**src/rtl/core/esd_pkg.sv**
```systemverilog
// Package for the escape segment decoder: payload structs, result and phase codes,
// and sizing of the result queue.
// No dependencies.
package esd_pkg;

  localparam int MAX_RESULTS = 4;
  localparam int RES_IDX_W   = $clog2(MAX_RESULTS);
  localparam int RES_CNT_W   = $clog2(MAX_RESULTS + 1);
  localparam int FIFO_DEPTH  = 8;
  localparam int FIFO_AW     = $clog2(FIFO_DEPTH);
  localparam int FIFO_CW     = $clog2(FIFO_DEPTH + 1);

  // Result kinds.
  localparam logic [1:0] KIND_DATA = 2'd0;
  localparam logic [1:0] KIND_SEG  = 2'd1;
  localparam logic [1:0] KIND_LINE = 2'd2;
  localparam logic [1:0] KIND_ERR  = 2'd3;

  // Fault codes.
  localparam logic FAULT_BAD_ESCAPE = 1'b0;
  localparam logic FAULT_BAR        = 1'b1;

  // Escape phases.
  localparam logic [1:0] PH_NORMAL = 2'd0;
  localparam logic [1:0] PH_ESCAPE = 2'd1;
  localparam logic [1:0] PH_OCT1   = 2'd2;
  localparam logic [1:0] PH_OCT2   = 2'd3;

  localparam logic [7:0] CH_BACKSLASH = 8'h5C;
  localparam logic [7:0] CH_N         = 8'h6E;
  localparam logic [7:0] CH_BAR       = 8'h7C;
  localparam logic [7:0] CH_ZERO      = 8'h30;
  localparam logic [7:0] CH_SEVEN     = 8'h37;
  localparam logic [7:0] RE_BYTE      = 8'd13;

  typedef struct packed {
    logic [7:0] text_byte;
    logic       line_end;
  } esd_in_t;

  typedef struct packed {
    logic [1:0] kind;
    logic [7:0] out_byte;
    logic       escaped_newline;
    logic       special_segment;
    logic       fault_code;
    logic       last;
  } esd_out_t;

  // All results produced by one input byte.
  typedef struct packed {
    logic [RES_CNT_W-1:0]                  count;
    esd_out_t [MAX_RESULTS-1:0]            res;
  } esd_group_t;

  function automatic esd_out_t make_result(logic [1:0] kind, logic [7:0] byte_val,
                                           logic nl, logic sp, logic fc);
    esd_out_t r;
    r.kind            = kind;
    r.out_byte        = byte_val;
    r.escaped_newline = nl;
    r.special_segment = sp;
    r.fault_code      = fc;
    r.last            = 1'b0;
    return r;
  endfunction

endpackage

```
**src/rtl/core/esd_decode.sv**
```systemverilog
// Escape decoder: line state registers and the per-byte decode that produces
// up to four results for one accepted byte.
// Depends on esd_pkg.
module esd_decode (
  input  logic              clk,
  input  logic              rst,
  input  logic              accept,
  input  esd_pkg::esd_in_t  in_data,
  input  logic              segment_mode,
  output esd_pkg::esd_group_t group_out
);
  import esd_pkg::*;

  logic [1:0] escape_phase, escape_phase_next;
  logic [8:0] octal_value, octal_value_next;
  logic       in_special, in_special_next;
  logic       segment_nonempty, segment_nonempty_next;
  logic       dropping_line, dropping_line_next;

  always_comb begin
    logic [7:0]           c;
    logic                 eol;
    logic                 consumed;
    logic                 c_octal;
    logic [RES_CNT_W-1:0] n;
    esd_group_t           grp;

    c        = in_data.text_byte;
    eol      = in_data.line_end;
    consumed = 1'b0;
    c_octal  = (c >= CH_ZERO) && (c <= CH_SEVEN);
    n        = '0;
    grp      = '0;

    escape_phase_next     = escape_phase;
    octal_value_next      = octal_value;
    in_special_next       = in_special;
    segment_nonempty_next = segment_nonempty;
    dropping_line_next    = dropping_line;

    if (!dropping_line) begin
      // A pending octal escape either absorbs this byte or is flushed first.
      if (escape_phase == PH_OCT1 || escape_phase == PH_OCT2) begin
        if (c_octal) begin
          octal_value_next = {octal_value[5:0], c[2:0]};
          if (escape_phase == PH_OCT2) begin
            grp.res[n[RES_IDX_W-1:0]] = make_result(KIND_DATA, octal_value_next[7:0],
                                                    1'b0, 1'b0, 1'b0);
            n = n + 1'b1;
            segment_nonempty_next = 1'b1;
            escape_phase_next     = PH_NORMAL;
            octal_value_next      = '0;
          end else begin
            escape_phase_next = PH_OCT2;
          end
          consumed = 1'b1;
        end else begin
          grp.res[n[RES_IDX_W-1:0]] = make_result(KIND_DATA, octal_value[7:0],
                                                  1'b0, 1'b0, 1'b0);
          n = n + 1'b1;
          segment_nonempty_next = 1'b1;
          escape_phase_next     = PH_NORMAL;
          octal_value_next      = '0;
        end
      end

      if (!consumed) begin
        if (escape_phase_next == PH_NORMAL) begin
          if (c == CH_BACKSLASH) begin
            escape_phase_next = PH_ESCAPE;
          end else begin
            grp.res[n[RES_IDX_W-1:0]] = make_result(KIND_DATA, c, 1'b0, 1'b0, 1'b0);
            n = n + 1'b1;
            segment_nonempty_next = 1'b1;
          end
        end else begin
          escape_phase_next = PH_NORMAL;
          if (c == CH_BACKSLASH) begin
            grp.res[n[RES_IDX_W-1:0]] = make_result(KIND_DATA, CH_BACKSLASH,
                                                    1'b0, 1'b0, 1'b0);
            n = n + 1'b1;
            segment_nonempty_next = 1'b1;
          end else if (c == CH_N) begin
            grp.res[n[RES_IDX_W-1:0]] = make_result(KIND_DATA, RE_BYTE, 1'b1, 1'b0, 1'b0);
            n = n + 1'b1;
            segment_nonempty_next = 1'b1;
          end else if (c_octal) begin
            octal_value_next  = {6'd0, c[2:0]};
            escape_phase_next = PH_OCT1;
          end else if (c == CH_BAR && segment_mode) begin
            if (segment_nonempty_next || in_special_next) begin
              grp.res[n[RES_IDX_W-1:0]] = make_result(KIND_SEG, 8'd0, 1'b0,
                                                      in_special_next, 1'b0);
              n = n + 1'b1;
            end
            in_special_next       = ~in_special_next;
            segment_nonempty_next = 1'b0;
          end else begin
            grp.res[n[RES_IDX_W-1:0]] = make_result(KIND_ERR, 8'd0, 1'b0, 1'b0,
                                                    (c == CH_BAR) ? FAULT_BAR
                                                                  : FAULT_BAD_ESCAPE);
            n = n + 1'b1;
            dropping_line_next = 1'b1;
          end
        end
      end

      if (eol && !dropping_line_next) begin
        if (escape_phase_next == PH_ESCAPE) begin
          grp.res[n[RES_IDX_W-1:0]] = make_result(KIND_ERR, 8'd0, 1'b0, 1'b0,
                                                  FAULT_BAD_ESCAPE);
          n = n + 1'b1;
          dropping_line_next = 1'b1;
        end else if (escape_phase_next == PH_OCT1 || escape_phase_next == PH_OCT2) begin
          grp.res[n[RES_IDX_W-1:0]] = make_result(KIND_DATA, octal_value_next[7:0],
                                                  1'b0, 1'b0, 1'b0);
          n = n + 1'b1;
          segment_nonempty_next = 1'b1;
        end
        if (!dropping_line_next && segment_mode &&
            (segment_nonempty_next || in_special_next)) begin
          grp.res[n[RES_IDX_W-1:0]] = make_result(KIND_SEG, 8'd0, 1'b0,
                                                  in_special_next, 1'b0);
          n = n + 1'b1;
        end
      end
    end

    if (eol) begin
      grp.res[n[RES_IDX_W-1:0]] = make_result(KIND_LINE, 8'd0, 1'b0, 1'b0, 1'b0);
      n = n + 1'b1;
      escape_phase_next     = PH_NORMAL;
      octal_value_next      = '0;
      in_special_next       = 1'b0;
      segment_nonempty_next = 1'b0;
      dropping_line_next    = 1'b0;
    end

    if (n != '0) begin
      grp.res[n[RES_IDX_W-1:0] - 1'b1].last = 1'b1;
    end
    grp.count = n;
    group_out = grp;
  end

  always_ff @(posedge clk) begin
    if (rst) begin
      escape_phase     <= PH_NORMAL;
      octal_value      <= '0;
      in_special       <= 1'b0;
      segment_nonempty <= 1'b0;
      dropping_line    <= 1'b0;
    end else if (accept) begin
      escape_phase     <= escape_phase_next;
      octal_value      <= octal_value_next;
      in_special       <= in_special_next;
      segment_nonempty <= segment_nonempty_next;
      dropping_line    <= dropping_line_next;
    end
  end

endmodule

```
**src/rtl/core/esd_result_queue.sv**
```systemverilog
// Result queue: takes a whole group of up to four results in one cycle and
// hands them out one per transaction. Depends on esd_pkg.
module esd_result_queue (
  input  logic                clk,
  input  logic                rst,
  input  logic                push,
  input  esd_pkg::esd_group_t group_in,
  output logic                has_room,
  output logic                out_valid,
  input  logic                out_ready,
  output esd_pkg::esd_out_t   out_data
);
  import esd_pkg::*;

  esd_out_t           entries [FIFO_DEPTH];
  logic [FIFO_AW-1:0] wr_ptr;
  logic [FIFO_AW-1:0] rd_ptr;
  logic [FIFO_CW-1:0] count;
  logic [FIFO_CW-1:0] count_next;
  logic [RES_CNT_W-1:0] push_n;
  logic               pop;

  assign push_n    = push ? group_in.count : '0;
  assign pop       = out_valid && out_ready;
  assign out_valid = (count != '0);
  assign out_data  = entries[rd_ptr];
  // Room for a full group must be guaranteed before a byte is taken.
  assign has_room  = (count <= FIFO_CW'(FIFO_DEPTH - MAX_RESULTS));

  always_comb begin
    count_next = count + FIFO_CW'(push_n) - FIFO_CW'(pop);
  end

  always_ff @(posedge clk) begin
    for (int i = 0; i < MAX_RESULTS; i++) begin
      if (RES_CNT_W'(i) < push_n) begin
        entries[wr_ptr + FIFO_AW'(i)] <= group_in.res[i];
      end
    end
  end

  always_ff @(posedge clk) begin
    if (rst) begin
      wr_ptr <= '0;
      rd_ptr <= '0;
      count  <= '0;
    end else begin
      wr_ptr <= wr_ptr + FIFO_AW'(push_n);
      if (pop) begin
        rd_ptr <= rd_ptr + 1'b1;
      end
      count <= count_next;
    end
  end

endmodule

```
**src/rtl/core/escape_segment_decoder_core.sv**
```systemverilog
// Top level of the escape segment decoder: mode register, decoder and result queue.
// Depends on esd_pkg, esd_decode and esd_result_queue.
//
// Takes one byte of an escaped text line per cycle and emits its decoded results
// (data bytes, segment ends, line done, errors) one per output transaction. A
// byte gives zero to four results; all of them are decoded in the cycle of
// acceptance and written at once into an eight-entry result queue, which drains
// one result per cycle while out_ready is high. Input is taken every cycle while the
// queue holds four results or fewer, so the sustained rate is one byte per cycle
// as long as bytes average at most one result each; bytes that end a line or
// close an octal escape with a second result slow the input only by the extra
// results the output has to drain. The segment_mode register resets to 1 and is
// written through the cfg channel, which is always ready.
module escape_segment_decoder_core (
  input  logic              clk,
  input  logic              rst,
  input  logic              in_valid,
  output logic              in_ready,
  input  esd_pkg::esd_in_t  in_data,
  output logic              out_valid,
  input  logic              out_ready,
  output esd_pkg::esd_out_t out_data,
  input  logic              cfg_valid,
  output logic              cfg_ready,
  input  logic              cfg_data
);
  import esd_pkg::*;

  logic       segment_mode;
  logic       accept;
  logic       has_room;
  esd_group_t group;

  assign cfg_ready = 1'b1;
  assign in_ready  = has_room;
  assign accept    = in_valid && in_ready;

  always_ff @(posedge clk) begin
    if (rst) begin
      segment_mode <= 1'b1;
    end else if (cfg_valid && cfg_ready) begin
      segment_mode <= cfg_data;
    end
  end

  esd_decode u_decode (
    .clk          (clk),
    .rst          (rst),
    .accept       (accept),
    .in_data      (in_data),
    .segment_mode (segment_mode),
    .group_out    (group)
  );

  esd_result_queue u_queue (
    .clk       (clk),
    .rst       (rst),
    .push      (accept),
    .group_in  (group),
    .has_room  (has_room),
    .out_valid (out_valid),
    .out_ready (out_ready),
    .out_data  (out_data)
  );

endmodule
```
**config.mk**
```make
export PLATFORM = sky130hd
export DESIGN_NAME = escape_segment_decoder_core
export DESIGN_NICKNAME = d
export VERILOG_FILES = /design/src/rtl/core/esd_pkg.sv /design/src/rtl/core/esd_decode.sv /design/src/rtl/core/esd_result_queue.sv /design/src/rtl/core/escape_segment_decoder_core.sv
export SDC_FILE = /design/constraint.sdc
export NUM_CORES = 1
export LEC_CHECK = 0
export ABC_AREA = 1
export BUFFER_PORTS_ARGS = -buffer_cell sky130_fd_sc_hd__buf_2
export CAP_MARGIN = 20
export CORE_ASPECT_RATIO = 1.75
export CORE_MARGIN = 2
export CORE_UTILIZATION = 34
export DETAILED_ROUTE_END_ITERATION = 6
export HOLD_SLACK_MARGIN = 0.08
export PLACE_DENSITY = 0.51
export SLEW_MARGIN = 0
export SYNTH_ARGS = -nofsm -noshare
export SYNTH_HDL_FRONTEND = slang
export SYNTH_HIERARCHICAL = 1
export SYNTH_SLANG_ARGS = --single-unit
export TNS_END_PERCENT = 100
```
**constraint.sdc**
```tcl
create_clock -name clk -period 7.5 [get_ports clk]
set_clock_uncertainty 0.2 [all_clocks]
set_input_delay 0.75 -clock clk [delete_from_list [all_inputs] [get_ports clk]]
set_output_delay 0.75 -clock clk [all_outputs]
set_load 0.005 [all_outputs]
```
==> impl_results.md, run 1 <==
- Row cnt: 94
- Tot GR Track Use: 0.285
- Synth unique cells: 54
- Synth warn: 6
- Cells after Synth: roughly 2.1k
- Cells after DPL: 2506
- Post-Syn Area: 13000 um2
- Synth area leader: edfxtp_1
- Largest net degree at the start of global routing: 57
- Most used cell, CP: nand2_1
- Util after Layout: 0.374
- WP buf/inv: 5
- Vias per cell: about 5.5
- Final period utilization: 0.838
- Total global routing overflow: 0
- Kind of critical path: primary input to flop
- CTS tree: built
- Pleak: 6.33 nW
- 1st-iter DRT viols: between 1k and 1.5k
- GR Util met1: 0.316
- Outcome: completed
- Io pins: 32
- Max-slew violation count: 0
- Routability congestion estimate: slightly above 1
- Synth top area share: 0.259
- Fraction of layout cells with a size suffix above 1: 0.108
- PD cells: 228 nW/um2
- Total power: 3.21 mW
- Most common cell after layout, fill and taps aside: nand2_1
- DRC: 0
- Fmax: 159 MHz
- Clk slew on worst S/H paths: 0.08 ns
- Post-synthesis sequential area ratio: 0.301
- CP max stage delay: 0.49 ns
- Max cap viols: 0
- Final hold vios: 0
- Hold WC Path Type: flop to flop
- Initial Util: 0.345
- Req. time, crit path: 7.37 ns
- Nets@finish: 2085
- Full die area: 39800 um2
- Post-route cell area: roughly 14000 um2
- Synthesized area per cell: 6.23 um2
- Cts-stage hold buffer count: 0
- Port Buffer Count: 30
- Area growth syn-to-layout: 8.49%
- Worst-Margin Slew: ~1.2 ns
- Post-CTS setup buffer count: 0
- CTS max path bufs: 2
- Final HPWL from detailed placement: 42400 um
- Detail Route Antenna Nets: 0
- Most frequent cells in the layout: nand2_1 (642), nand3_1 (277), inv_1 (224), o21ai_0 (213), nor2_1 (156)
- Slew Limit Headroom: 0.216
- Die Height: 262 um
- First-pass iteration count of the detailed router: 5
- Top Usage Layer GRT: met2
- Placement Cell Area: 13500 um2
- Period minus WS final: between 6 and 7 ns
- Total core area: 37600 um2
- Vias after detailed routing: 14.1k
- Number of synthesized register bits: roughly 140
- Post-synth EDFFs: 112
- Cts repair resizes: 0
- Met2 usage: 0.495
- Ranking of synthesized cells by area: edfxtp_1 (26%), nand2_1 (19%), nand3_1 (11%)
- Slowest stage cell, crit path: nand2_1
- RSZ-0062 raised after global routing: false
- Worst setup SP type: primary input
- CP top delay family: simple AND/OR/NAND/NOR gates
- Vias in the first global route: 13.4k
- DR WL/cell: ~22 um
- Worst hold slack: 0.288 ns
- Fin cells: 2539
- CTS Buf Count: 17
- Ys flop type: edfxtp_1
- Worst skew pair latency: 0.45 ns
- Setup TNS: 0 ns
- Setup slack after layout: about 1.2 ns
- Place WS: 0.872 ns
- Setup crit end kind: flop
- Global-route wire length before repair: about 84000 um
- Met3 GRT Util: 0.0347
- Worst Path Max Fanout: 23
- Maximum vdd drop: 184 uV
- H-Tree Depth: 4
- Clk root buf: clkbuf_16
- Synth async-reset ratio: 0
- Ant. Diodes: 0
- Final setup viols: 0
- Initial antenna violation count: 0
- Die W: 152 um
- Arr. time, crit path: 6.15 ns
- Final wirelength: between 50000 and 60000 um
- CTS sink cnt: 139
==> cell type report <==
cell class,instances,area (um2)
clock buffers,19,433
clock inverters,13,143
fillers,4162,23600
inverters,251,947
multi-input cells,1552,7450
flip-flops and latches,139,3910
well taps,480,601
repair buffers,85,596
==> report_power, final <==
group,total [mW],internal (mW),leakage [nW],switching [mW]
sequential,1.06,0.993,1.26,0.0640
combinational,1.30,0.344,4.80,0.956
clock,0.854,0.491,0.266,0.362
==> path summary, 6_finish.rpt <==
check | start | end | slack (ns) | depth (start not counted)
worst min-delay path | u_decode/segment_nonempty | u_decode/segment_nonempty | 0.29 | 2
worst max-delay path | in_data[8] | u_queue/entries[7][2] | 1.22 | 34
worst max register to register | u_decode/escape_phase[1] | u_queue/entries[7][2] | 1.34 | 32
worst min register to register | u_decode/segment_nonempty | u_decode/segment_nonempty | 0.29 | 2
==> sequential cells by signal, indices dropped and copies added, names as in the netlist, named ones only <==
signal / count
u_decode/in_special: 1
u_queue/wr_ptr: 3
u_decode/dropping_line: 1
segment_mode: 1
u_decode/segment_nonempty: 1
u_queue/entries: 112
u_queue/rd_ptr: 3
u_queue/count: 4
u_decode/octal_value: 8
u_decode/escape_phase: 2
==> synth_stat cells, types with 3 or more instances <==
cell      count
a21oi_1      38
a221oi_1      4
a31oi_1       4
a32oi_1       3
buf_1         7
buf_2        52
buf_4        18
buf_6         5
clkbuf_1     58
clkbuf_2      5
dfxtp_1      27
edfxtp_1    112
ha_1         22
inv_1       224
inv_2        23
nand2_1     642
nand2_2      23
nand2_4       6
nand3_1     277
nand3_2       8
nand4_1       7
nor2_1      156
nor2_2        9
nor2_4       10
nor3_1       11
nor3_2        3
nor3_4        4
o211ai_1      6
o21ai_0     214
o21ai_1      57
o21ai_2       5
o22ai_1       6
xor2_1        3
==> routing by layer <==
metal	vias up	part of all wire
met5	-	0
met4	0	0.081
met3	213	0.060
met2	697	0.50
met1	6508	0.36
li1	6653	-
==> cell families after synthesis <==
group	after synthesis	share of synthesized area
simple gates	1166	0.398
buf+inv	396	0.129
compound gates	350	0.144
flops	139	0.301
fa+ha+maj	24	0.0243
xor+xnor	5	0.00338
other cells	2	0.000579
==> worst reg2reg max path: cells and delay by family, from the launching register on <==
family | cells | cell delay (ns)
and+or+nand+nor | 22 | 3.72
adders and majority gates | 3 | 0.84
AOI/OAI and AO/OA | 2 | 0.18
DFF | 1 | 0.30
buffers and inverters | 5 | 0.55
Note: power is estimated with default switching activity, not from simulation.
==> run 2: changes to the inputs <==
==> constraint.sdc (replaced) <==
create_clock -name clk -period 6.55 [get_ports clk]
set_clock_uncertainty 0.2 [all_clocks]
set_input_delay 0.655 -clock clk [delete_from_list [all_inputs] [get_ports clk]]
set_output_delay 0.655 -clock clk [all_outputs]
set_load 0.005 [all_outputs]
==> impl_results.md, run 2 (synthesis results as in run 1) <==
- Setup TNS: 0 ns (unchanged)
- Final HPWL from detailed placement: 46600 um (+9.9%)
- Global-route wire length before repair: 88700 um (+6.2%)
- Total core area: 37600 um2 (unchanged)
- Final wirelength: 60400 um (+6.1%)
- Tot GR Track Use: 0.307 (+0.0216)
- CTS tree: built
- Fmax: 170 MHz
- Vias in the first global route: 13.6k (+1.8%)
- Outcome: completed
- Pleak: 6.61 nW (+4.5%)
- DR WL/cell: 23.4 um (+4.3%)
- Kind of critical path: flop to flop
- Post-CTS setup buffer count: 0 (unchanged)
- Cts repair resizes: 0 (unchanged)
- Filler cells: 4141 (-0.50%)
- Top reg by flops: u_queue/entries
- Worst-Margin Slew: 1.17 ns (+0.00233 ns)
- DRC: 0 (unchanged)
- Port Buffer Count: 30 (unchanged)
- 1st-iter DRT viols: 1260 (+1.7%)
- Full die area: 39800 um2 (unchanged)
- Die W: 152 um (unchanged)
- Total global routing overflow: 0 (unchanged)
- Largest net degree at the start of global routing: 57 (unchanged)
- Ant. Diodes: 0 (unchanged)
- Final hold vios: 0 (unchanged)
- Vias per cell: 5.46 (-1.6%)
- Setup crit end kind: flop
- RSZ-0062 raised after global routing: false
- Most frequent cells in the layout: nand2_1 (642), nand3_1 (277), inv_1 (224), o21ai_0 (213), nor2_1 (156)
- Die Height: 262 um (unchanged)
- Max-slew violation count: 0 (unchanged)
- Detail Route Antenna Nets: 0 (unchanged)
- Clk root buf: clkbuf_16
- Row cnt: 94 (unchanged)
- CP top delay family: simple AND/OR/NAND/NOR gates
- Vias after detailed routing: 14.1k (+0.18%)
- Slew Limit Headroom: 0.209 (-0.00694)
- Setup slack after layout: 0.681 ns (-0.535 ns)
- CTS max path bufs: 2 (unchanged)
- Maximum vdd drop: 180 uV (-2.3%)
- Initial Util: 0.345 (unchanged)
- First-pass iteration count of the detailed router: 6 (+1)
- CTS Buf Count: 17 (unchanged)
- Final setup viols: 0 (unchanged)
- Area growth syn-to-layout: 11.8%
- Fraction of layout cells with a size suffix above 1: 0.127 (+0.0186)
- Place WS: 0.281 ns (-0.591 ns)
- Req. time, crit path: 6.47 ns (-0.90 ns)
- Most used cell, CP: nand2_1
- Total power: 3.82 mW (+19%)
- Sequential cell area: 3910 um2 (unchanged)
- Cts-stage hold buffer count: 0 (unchanged)
- H-Tree Depth: 4 (unchanged)
- WP buf/inv: 10 (+5)
- CTS sink cnt: 139 (unchanged)
- Final period utilization: 0.896
- Multi-input gate area: 7450 um2 (about the same)
- Hold WC Path Type: primary input to flop
- Worst setup SP type: flop
- Nets@finish: 2130 (+2.2%)
- PD cells: 263 nW/um2 (+16%)
- CP max stage delay: 0.50 ns (about the same)
- Slowest stage cell, crit path: dfxtp_1
- Arr. time, crit path: 5.79 ns (-0.36 ns)
- Io pins: 32 (unchanged)
- Initial antenna violation count: 0 (unchanged)
- Routability congestion estimate: 1.02 (-1.1%)
- Clk slew on worst S/H paths: 0.07 ns (about the same)
- Period minus WS final: ~6 ns
- Worst Path Max Fanout: 27 (+17%)
- Most common cell after layout, fill and taps aside: nand2_1
- Worst skew pair latency: 0.44 ns (about the same)
- Biggest regs: u_queue/entries: 112 flops, u_decode/octal_value: 8 flops, u_queue/count: 4 flops
- Largest register FFs: 112 (unchanged)
- Max cap viols: 0 (unchanged)
==> run 2: routing by layer <==
layer	part of all wire	up-vias	global-route usage
met4	0.079	0	0.199
met1	0.35	6469	0.329
met2	0.51	670	0.548
li1	-	6749	-
met5	0	-	0
met3	0.060	209	0.0431
==> run 2: path summary, 6_finish.rpt <==
path	startpoint	endpoint	slack [ns]	cells after the start
worst min register to register	u_decode/octal_value[7]	u_decode/octal_value[7]	0.28	2
worst max-delay path	u_decode/escape_phase[1]	u_queue/entries[6][5]	0.68	33
worst max register to register	u_decode/escape_phase[1]	u_queue/entries[6][5]	0.68	33
worst min-delay path	cfg_data	segment_mode	0.22	3
==> run 2: tightest hold or removal path, stage by stage <==
cell	delay, ns
buf_2	0.07
nand2_1	0.05
nand3_2	0.06
==> run 2: layout make-up <==
cell class	instances	area share
Clock buffer	17	0.0293
Clock inverter	15	0.0124
Inverter	251	0.0653
Multi-Input combinational cell	1552	0.514
Sequential cell	139	0.269
Tap cell	480	0.0414
Timing Repair Buffer	130	0.0689
==> run 2: power by group <==
part,total [mW],switching (mW),internal (mW)
clock network,1.04,0.459,0.580
logic,1.59,1.17,0.427
registers,1.19,0.0563,1.14
total,3.82,1.68,2.14
==> run 2: through the flow <==
stage,std cells,instance area (um2),util,hold slack [ns]
4_1_cts,2584,14500,0.386,0.199
3_5_place_dp,2552,13900,0.370,0.271
3_3_place_gp,2550,13900,0.369,0.269
5_1_grt,2584,14500,0.386,0.222
2_1_floorplan,2087,13000,-,0.246
6_report,2584,14500,0.386,0.219
